===== config.mk =====
export PLATFORM = sky130hd
export DESIGN_NAME = delta_escape_encoder
export DESIGN_NICKNAME = d
export VERILOG_FILES = /design/src/sv/dee_pkg.sv /design/src/sv/dee_cfg.sv /design/src/sv/dee_encode.sv /design/src/sv/dee_outq.sv /design/src/sv/delta_escape_encoder.sv
export SDC_FILE = /design/constraint.sdc
export NUM_CORES = 1
export LEC_CHECK = 0
export BUFFER_PORTS_ARGS = -buffer_cell sky130_fd_sc_hd__buf_2
export CAP_MARGIN = 20
export CORE_UTILIZATION = 60
export DETAILED_ROUTE_END_ITERATION = 7
export PLACE_DENSITY = 0.82
export SLEW_MARGIN = 20
export SYNTH_ARGS = -nofsm -noshare
export SYNTH_HDL_FRONTEND = slang
export SYNTH_HIERARCHICAL = 1
export SYNTH_SLANG_ARGS = --single-unit

===== constraint.sdc =====
create_clock -name clk -period 20.5 [get_ports clk]
set_input_delay 0 -clock clk [delete_from_list [all_inputs] [get_ports clk]]
set_output_delay 0 -clock clk [all_outputs]
set_load 0.05 [all_outputs]

===== src/sv/dee_pkg.sv =====
// Package for the delta escape encoder: shared widths, register indices,
// code word and configuration types, and the low-bit mask helper.
// No dependencies.
`timescale 1ns / 1ps

package dee_pkg;

  localparam int SAMPLE_W   = 64;
  localparam int DIM_W      = 2;
  localparam int MAX_DIMS   = 4;
  localparam int DELTA_W    = 6;
  localparam int RAW_W      = 7;
  localparam int CFG_IDX_W  = 3;
  localparam int CFG_DATA_W = 7;

  localparam logic [DELTA_W-1:0] DELTA_MIN   = 6'd2;
  localparam logic [DELTA_W-1:0] DELTA_MAX   = 6'd48;
  localparam logic [DELTA_W-1:0] DELTA_RESET = 6'd8;
  localparam logic [RAW_W-1:0]   RAW_MIN     = 7'd1;
  localparam logic [RAW_W-1:0]   RAW_MAX     = 7'd64;
  localparam logic [RAW_W-1:0]   RAW_RESET   = 7'd32;

  typedef enum logic [CFG_IDX_W-1:0] {
    CFG_DELTA_0 = 3'd0,
    CFG_DELTA_1 = 3'd1,
    CFG_DELTA_2 = 3'd2,
    CFG_DELTA_3 = 3'd3,
    CFG_RAW_0   = 3'd4,
    CFG_RAW_1   = 3'd5,
    CFG_RAW_2   = 3'd6,
    CFG_RAW_3   = 3'd7
  } cfg_idx_t;

  typedef struct packed {
    logic [MAX_DIMS-1:0][DELTA_W-1:0] delta_w;
    logic [MAX_DIMS-1:0][RAW_W-1:0]   raw_w;
  } cfg_t;

  typedef struct packed {
    logic [DIM_W-1:0]    dim;
    logic [SAMPLE_W-1:0] sample;
    logic                vend;
  } item_t;

  typedef struct packed {
    logic [SAMPLE_W-1:0] value;
    logic [RAW_W-1:0]    width;
    logic                esc;
    logic                last;
  } code_word_t;

  // Status of the result buffer as seen by the input side.
  typedef struct packed {
    logic [1:0] free;
  } outq_status_t;

  // Mask with the low 'bits' bits set; 64 or more gives all ones.
  function automatic logic [SAMPLE_W-1:0] low_mask(input logic [RAW_W-1:0] bits);
    logic [SAMPLE_W-1:0] m;
    if (bits >= RAW_W'(SAMPLE_W)) begin
      m = '1;
    end else begin
      m = (SAMPLE_W'(1) << bits) - SAMPLE_W'(1);
    end
    return m;
  endfunction

endpackage


===== src/sv/dee_cfg.sv =====
// Configuration register file of the delta escape encoder.
// Depends on dee_pkg.
`timescale 1ns / 1ps

module dee_cfg
  import dee_pkg::*;
(
  input  logic                  clk,
  input  logic                  rst_n,
  input  logic                  cfg_wr_en,
  input  logic [CFG_IDX_W-1:0]  cfg_index,
  input  logic [CFG_DATA_W-1:0] cfg_wdata,
  output cfg_t                  cfg
);

  cfg_t cfg_r;

  always_ff @(posedge clk) begin
    if (!rst_n) begin
      for (int i = 0; i < MAX_DIMS; i++) begin
        cfg_r.delta_w[i] <= DELTA_RESET;
        cfg_r.raw_w[i]   <= RAW_RESET;
      end
    end else if (cfg_wr_en) begin
      unique case (cfg_idx_t'(cfg_index))
        CFG_DELTA_0: cfg_r.delta_w[0] <= cfg_wdata[DELTA_W-1:0];
        CFG_DELTA_1: cfg_r.delta_w[1] <= cfg_wdata[DELTA_W-1:0];
        CFG_DELTA_2: cfg_r.delta_w[2] <= cfg_wdata[DELTA_W-1:0];
        CFG_DELTA_3: cfg_r.delta_w[3] <= cfg_wdata[DELTA_W-1:0];
        CFG_RAW_0:   cfg_r.raw_w[0]   <= cfg_wdata[RAW_W-1:0];
        CFG_RAW_1:   cfg_r.raw_w[1]   <= cfg_wdata[RAW_W-1:0];
        CFG_RAW_2:   cfg_r.raw_w[2]   <= cfg_wdata[RAW_W-1:0];
        CFG_RAW_3:   cfg_r.raw_w[3]   <= cfg_wdata[RAW_W-1:0];
        default:     cfg_r <= cfg_r;
      endcase
    end
  end

  assign cfg = cfg_r;

endmodule


===== src/sv/dee_encode.sv =====
// Combinational encoder: difference, range check and code word formation
// for one registered sample. Depends on dee_pkg.
`timescale 1ns / 1ps

module dee_encode
  import dee_pkg::*;
(
  input  item_t               item,
  input  logic [SAMPLE_W-1:0] prev,
  input  logic                first_pending,
  input  cfg_t                cfg,
  output code_word_t          word0,
  output code_word_t          word1,
  output logic                escape
);

  logic [DELTA_W-1:0]  k_sel;
  logic [DELTA_W-1:0]  k;
  logic [RAW_W-1:0]    r_sel;
  logic [RAW_W-1:0]    r;
  logic [SAMPLE_W-1:0] half;
  logic [SAMPLE_W-1:0] lim;
  logic [SAMPLE_W-1:0] diff;
  logic                ovf;
  logic                out_of_range;

  always_comb begin
    k_sel = cfg.delta_w[item.dim];
    r_sel = cfg.raw_w[item.dim];
    if (k_sel < DELTA_MIN) begin
      k = DELTA_MIN;
    end else if (k_sel > DELTA_MAX) begin
      k = DELTA_MAX;
    end else begin
      k = k_sel;
    end
    if (r_sel < RAW_MIN) begin
      r = RAW_MIN;
    end else if (r_sel > RAW_MAX) begin
      r = RAW_MAX;
    end else begin
      r = r_sel;
    end

    half = SAMPLE_W'(1) << (k - DELTA_W'(1));
    lim  = half - SAMPLE_W'(1);
    diff = item.sample - prev;
    // Signed overflow of the subtraction means the true difference is huge.
    ovf  = ((item.sample ^ prev) & (item.sample ^ diff)) >> (SAMPLE_W - 1) != '0;
    // Accepts -lim..lim; the marker code -half is therefore escaped too.
    out_of_range = (diff + lim) > (lim << 1);
    escape = first_pending | ovf | out_of_range;

    word1.value = item.sample & low_mask(r);
    word1.width = r;
    word1.esc   = 1'b0;
    word1.last  = 1'b1;

    if (escape) begin
      word0.value = half;
      word0.width = {1'b0, k};
      word0.esc   = 1'b1;
      word0.last  = 1'b0;
    end else begin
      word0.value = diff & low_mask({1'b0, k});
      word0.width = {1'b0, k};
      word0.esc   = 1'b0;
      word0.last  = 1'b1;
    end
  end

endmodule


===== src/sv/dee_outq.sv =====
// Two-word result buffer: takes zero, one or two code words per cycle and
// presents them one at a time on the result channel. Depends on dee_pkg.
`timescale 1ns / 1ps

module dee_outq
  import dee_pkg::*;
(
  input  logic         clk,
  input  logic         rst_n,
  input  logic [1:0]   push_cnt,
  input  code_word_t   push0,
  input  code_word_t   push1,
  input  logic         out_stall,
  output logic         out_valid,
  output code_word_t   head,
  output outq_status_t status
);

  logic [1:0] cnt_r, cnt_nxt;
  logic [1:0] cnt_rem;
  logic       pop;
  code_word_t slot0_r, slot0_nxt;
  code_word_t slot1_r, slot1_nxt;
  code_word_t rem0;

  assign pop     = (cnt_r != 2'd0) && !out_stall;
  assign cnt_rem = cnt_r - {1'b0, pop};
  assign rem0    = pop ? slot1_r : slot0_r;

  always_comb begin
    slot0_nxt = slot0_r;
    slot1_nxt = slot1_r;
    case (cnt_rem)
      2'd0: begin
        slot0_nxt = push0;
        slot1_nxt = push1;
      end
      2'd1: begin
        slot0_nxt = rem0;
        slot1_nxt = push0;
      end
      default: begin
        slot0_nxt = slot0_r;
        slot1_nxt = slot1_r;
      end
    endcase
    cnt_nxt = cnt_rem + push_cnt;
  end

  always_ff @(posedge clk) begin
    if (!rst_n) begin
      cnt_r <= 2'd0;
    end else begin
      cnt_r <= cnt_nxt;
    end
  end

  always_ff @(posedge clk) begin
    slot0_r <= slot0_nxt;
    slot1_r <= slot1_nxt;
  end

  assign out_valid   = cnt_r != 2'd0;
  assign head        = slot0_r;
  assign status.free = 2'd2 - cnt_rem;

endmodule


===== src/sv/delta_escape_encoder.sv =====
// Top level of the delta escape encoder: input register, per-dimension
// history, encoder and result buffer. Depends on dee_pkg, dee_cfg,
// dee_encode and dee_outq.
`timescale 1ns / 1ps

//  Channel  | Direction | Handshake           | Payload
//  ---------+-----------+---------------------+----------------------------------
//  in_      | input     | in_valid / in_stall | dimension, sample, vector_end
//  out_     | output    | out_valid/out_stall | code_value, code_width, is_escape,
//           |           |                     | last_word
//  cfg_     | input     | cfg_wr_en           | cfg_index, cfg_wdata
//
// An item is registered on transfer, encoded in the following cycle and its
// one or two code words are written into a two-word result buffer, which
// presents them on the result port. One item is taken per cycle while
// deltas fit and the result side does not stall; an item that escapes
// occupies the result port with two words, which limits throughput then.
// Reset is synchronous and active low; it restores the register defaults
// and marks the first vector as pending. Stalls on the result side back up
// through the buffer to in_stall, which is high only while the input
// register holds an item that cannot yet move on.

module delta_escape_encoder
  import dee_pkg::*;
#(
  parameter int NUM_DIMS = 4
) (
  input  logic                  clk,
  input  logic                  rst_n,

  input  logic                  in_valid,
  output logic                  in_stall,
  input  logic [DIM_W-1:0]      in_dimension,
  input  logic signed [SAMPLE_W-1:0] in_sample,
  input  logic                  in_vector_end,

  output logic                  out_valid,
  input  logic                  out_stall,
  output logic [SAMPLE_W-1:0]   out_code_value,
  output logic [RAW_W-1:0]      out_code_width,
  output logic                  out_is_escape,
  output logic                  out_last_word,

  input  logic                  cfg_wr_en,
  input  logic [CFG_IDX_W-1:0]  cfg_index,
  input  logic [CFG_DATA_W-1:0] cfg_wdata
);

  localparam int IDX_W = (NUM_DIMS > 1) ? $clog2(NUM_DIMS) : 1;

  cfg_t         cfg;
  item_t        s1_item_r;
  logic         s1_valid_r, s1_valid_nxt;
  logic         first_pending_r, first_pending_nxt;
  logic [SAMPLE_W-1:0] prev_sample_r [NUM_DIMS];
  logic [IDX_W-1:0]    s1_idx;
  logic         dim_ok;
  logic         escape;
  logic [1:0]   need;
  logic         move;
  logic         load;
  code_word_t   word0, word1, head;
  outq_status_t q_status;

  dee_cfg u_cfg (
    .clk       (clk),
    .rst_n     (rst_n),
    .cfg_wr_en (cfg_wr_en),
    .cfg_index (cfg_index),
    .cfg_wdata (cfg_wdata),
    .cfg       (cfg)
  );

  // Input register. It refills in the same cycle that its item moves on.
  assign load         = in_valid && !in_stall;
  assign s1_valid_nxt = load || (s1_valid_r && !move);
  assign in_stall     = s1_valid_r && !move;

  always_ff @(posedge clk) begin
    if (!rst_n) begin
      s1_valid_r <= 1'b0;
    end else begin
      s1_valid_r <= s1_valid_nxt;
    end
  end

  always_ff @(posedge clk) begin
    if (load) begin
      s1_item_r.dim    <= in_dimension;
      s1_item_r.sample <= in_sample;
      s1_item_r.vend   <= in_vector_end;
    end
  end

  // Items for a dimension beyond the configured count are dropped silently.
  assign dim_ok = {1'b0, s1_item_r.dim} < (DIM_W + 1)'(NUM_DIMS);
  assign s1_idx = s1_item_r.dim[IDX_W-1:0];

  dee_encode u_encode (
    .item          (s1_item_r),
    .prev          (prev_sample_r[s1_idx]),
    .first_pending (first_pending_r),
    .cfg           (cfg),
    .word0         (word0),
    .word1         (word1),
    .escape        (escape)
  );

  assign need = !dim_ok ? 2'd0 : (escape ? 2'd2 : 2'd1);
  assign move = s1_valid_r && (need <= q_status.free);

  // History and first-vector flag change only when the item is committed to
  // the result buffer, so the next item always sees them up to date.
  assign first_pending_nxt = (move && dim_ok && s1_item_r.vend) ? 1'b0 : first_pending_r;

  always_ff @(posedge clk) begin
    if (!rst_n) begin
      first_pending_r <= 1'b1;
    end else begin
      first_pending_r <= first_pending_nxt;
    end
  end

  always_ff @(posedge clk) begin
    if (move && dim_ok) begin
      prev_sample_r[s1_idx] <= s1_item_r.sample;
    end
  end

  dee_outq u_outq (
    .clk       (clk),
    .rst_n     (rst_n),
    .push_cnt  (move ? need : 2'd0),
    .push0     (word0),
    .push1     (word1),
    .out_stall (out_stall),
    .out_valid (out_valid),
    .head      (head),
    .status    (q_status)
  );

  assign out_code_value = head.value;
  assign out_code_width = head.width;
  assign out_is_escape  = head.esc;
  assign out_last_word  = head.last;

  // An escape marker is never the final word of its item.
  a_escape_not_last: assert property (@(posedge clk) disable iff (!rst_n)
    out_valid |-> !(out_is_escape && out_last_word))
    else $error("escape marker flagged as last word");

  // The raw word is buffered together with its marker and follows at once.
  a_raw_follows_escape: assert property (@(posedge clk) disable iff (!rst_n)
    (out_valid && !out_stall && out_is_escape) |=> (out_valid && !out_is_escape))
    else $error("raw word missing after escape marker");

  // A marker carries a clamped delta width.
  a_escape_width: assert property (@(posedge clk) disable iff (!rst_n)
    (out_valid && out_is_escape) |->
      (out_code_width >= {1'b0, DELTA_MIN} && out_code_width <= {1'b0, DELTA_MAX}))
    else $error("escape marker width out of range");

  // Back-pressure on the input only ever comes from a held item.
  a_stall_needs_item: assert property (@(posedge clk) disable iff (!rst_n)
    in_stall |-> s1_valid_r)
    else $error("input stalled with empty input register");

endmodule


==> impl_metrics.py <==
metrics = {
    "run_status": {
        "status": "completed",
    },
    "place": {
        "port_buffers": 156,
        "dpl_cell_area_mm2": 0.0345,
        "dpl.hpwl_um": 76500,
        "dp_slack_ns": 8.44,
        "routabilityCongestion": 1.06,
    },
    "sta": {
        "tightest_slew_ns": 1.13,
        "setup_slack_ns": 8.18,
        "finalHoldViolations": 0,
        "slew_headroom_pct": 24.2,
        "fin_setup_tns_ns": 0,
        "clock_skew_ns": 0.0485,
        "timing.fmax_ghz": 0.0811,
        "slew_viol_final": 0,
        "period_minus_slack_ns": 12.32,
        "setup_violations": 0,
        "post-route-period-util_pct": 60.1,
        "rsz0062_at_grt": "false",
    },
    "yosys": {
        "synthCells": 2965,
        "synth_warnings": 6,
        "synth_top_area_cell": "edfxtp_1",
        "synth-edff-count": 469,
        "synth_area_mm2": 0.0332,
        "postSynth.asyncResetShare_pct": 0,
        "syn_avg_cell_area_um2": 11.2,
        "ys_types": 97,
        "yosysSeqAreaShare_pct": 45.9,
        "ys_ff_latch": 527,
        "synthTopCellsByArea": "edfxtp_1 42%, ha_1 7.4%, mux4_2 4.7%",
        "synth_most_common_cell": "edfxtp_1",
        "synthFlopType": "edfxtp_1",
        "yosys.area.top_type_share_pct": 42.4,
        "synth_common_cells": "469 x edfxtp_1, 240 x nand2_1, 209 x a21oi_1",
    },
    "setup_path": {
        "slowest_delay_ns": 0.74,
        "worst_ep_arrival_time_ns": 12.56,
        "path_buf_inv": 4,
        "critPathSlowestCell": "buf_4",
        "worst-setup-path-type": "reg -> reg",
        "path_common_cell": "ha_1",
        "endpoint_kind": "register",
        "cp-start-kind": "register",
        "cp.required_ns": 20.73,
        "cp_max_fo": 65,
        "crit_family": "compound AO/OA/AOI/OAI gates",
    },
    "route": {
        "vias_per_cell": 6.78,
        "routed_wirelength_um": 109000,
        "routed-via-count": 26611,
        "antenna_left": 0,
        "drcViolationCount": 0,
        "drtIter0Drc": 3871,
        "wl_per_cell_um": 27.7,
        "dr.pass1.iters": 6,
    },
    "worst_hold_path": {
        "hp-class": "in -> reg",
    },
    "layout": {
        "stdcell_area_mm2": 0.0371,
        "finalCoreUtilization_pct": 68.4,
        "drive_gt1_share_pct": 16.7,
        "fin_nets": 3461,
        "syn_to_final_growth_pct": 11.5,
    },
    "floorplanning": {
        "dieArea_mm2": 0.0564,
        "coreArea_mm2": 0.0542,
        "boundaryPins": 157,
        "rows": 85,
        "initial_core_util_pct": 61.3,
        "fp.dieH_um": 237,
        "fp.dieW_um": 237,
    },
    "global_route": {
        "grt.overflow.total": 0,
        "first_global_vias": 25532,
        "antenna_found_initial": 5,
        "grt_max_degree": 85,
        "grt_pass1_wl_um": 161000,
        "grt_use_total_pct": 38.3,
    },
    "clock_tree": {
        "path_clk_slew_ns": 0.06,
        "insertion_delay_ns": 0.64,
        "cts_root_buf": "clkbuf_16",
        "ctsResizeCount": 0,
        "cts_tree": "built",
        "cts_made_buffers": 55,
        "cts-htree-levels": 2,
        "clockBufferDepth": 3,
        "cts_sinks": 527,
        "postCtsSetupRepairBufs": 0,
        "postCtsHoldBufs": 80,
    },
    "flow_run": {
        "drv_cap": 0,
    },
}
cell families after synthesis:
logic type	count (synthesis)	share of synthesized area, %
flops	527	45.9
mux	300	13.1
fa+ha+maj	199	7.54
buf+inv	317	4.48
simple gates	722	10.6
compound gates	742	14.3
other cells	2	0.0226
xor+xnor	156	4.18
state kept, by name (all words and copies together), names as in the netlist, named ones only:
signal	count
prev_sample_r	256
u_outq/head	73
u_outq/slot1_r	73
s1_item_r	65
u_cfg/cfg	52
s1_idx	2
u_outq/cnt_r	2
first_pending_r	1
s1_valid_r	1
worst paths after layout:
| kind | startpoint | to | slack, ns | depth (start not counted) |
|---|---|---|---|---|
| worst max-delay path | s1_idx[1] | s1_item_r[9] | 8.18 | 43 |
| worst min-delay path | in_sample[10] | s1_item_r[11] | 0.09 | 2 |
| worst max register to register | s1_idx[1] | s1_item_r[9] | 8.18 | 43 |
| worst min register to register | u_cfg/cfg[33] | u_cfg/cfg[33] | 0.47 | 2 |
worst register-to-register path, delay by kind of cell, from the launching register on:
family | cells | cell delay [ns]
AND/OR/NAND/NOR | 15 | 2.60
adder cells (fa/ha/maj) | 4 | 1.55
multiplexers | 1 | 0.41
XOR/XNOR | 1 | 0.16
flip-flops | 1 | 0.48
buffers and inverters | 4 | 1.67
AO/OA/AOI/OAI | 18 | 5.04
layout make-up:
class                           count  area (um^2)
Fill cell                        3798        17200
Multi-Input combinational cell   2159        16700
Sequential cell                   527        15200
Timing Repair Buffer              263         1790
Clock buffer                       69         1470
Tap cell                          696          871
Inverter                          174          653
Clock inverter                     33          319
Antenna cell                        3         7.51
layer usage:
| metal | GRT usage (%) | vias up | routed length (um) |
|---|---|---|---|
| met4 | 15.8 | 4 | 5090 |
| met1 | 52.9 | 12859 | 41900 |
| met3 | 8.67 | 352 | 13900 |
| met5 | 0 | - | 28 |
| li1 | - | 11479 | - |
| met2 | 58.7 | 1917 | 47800 |
per-stage QoR:
step	cells	hold slack, ns
floorplan	3003	0.0989
global placement	3738	0.177
detailed placement	3738	0.178
CTS	3920	0.0706
global route	3922	0.0795
finish	3924	0.0936
cells in the final DEF, fill, tap and decap left out, drive strengths merged, types with 67 or more instances in the layout:
master / instances
xnor2: 95
nand3: 67
clkbuf: 69
a21oi: 212
edfxtp: 469
ha: 197
dlygate4sd3: 81
o21ai: 177
mux4: 73
mux2: 154
a21o: 111
nand2: 243
nor2: 156
mux2i: 73
inv: 180
buf: 182
Power is not shown: default switching activity piles up to over one toggle a cycle in this logic, so the estimate is an artifact.
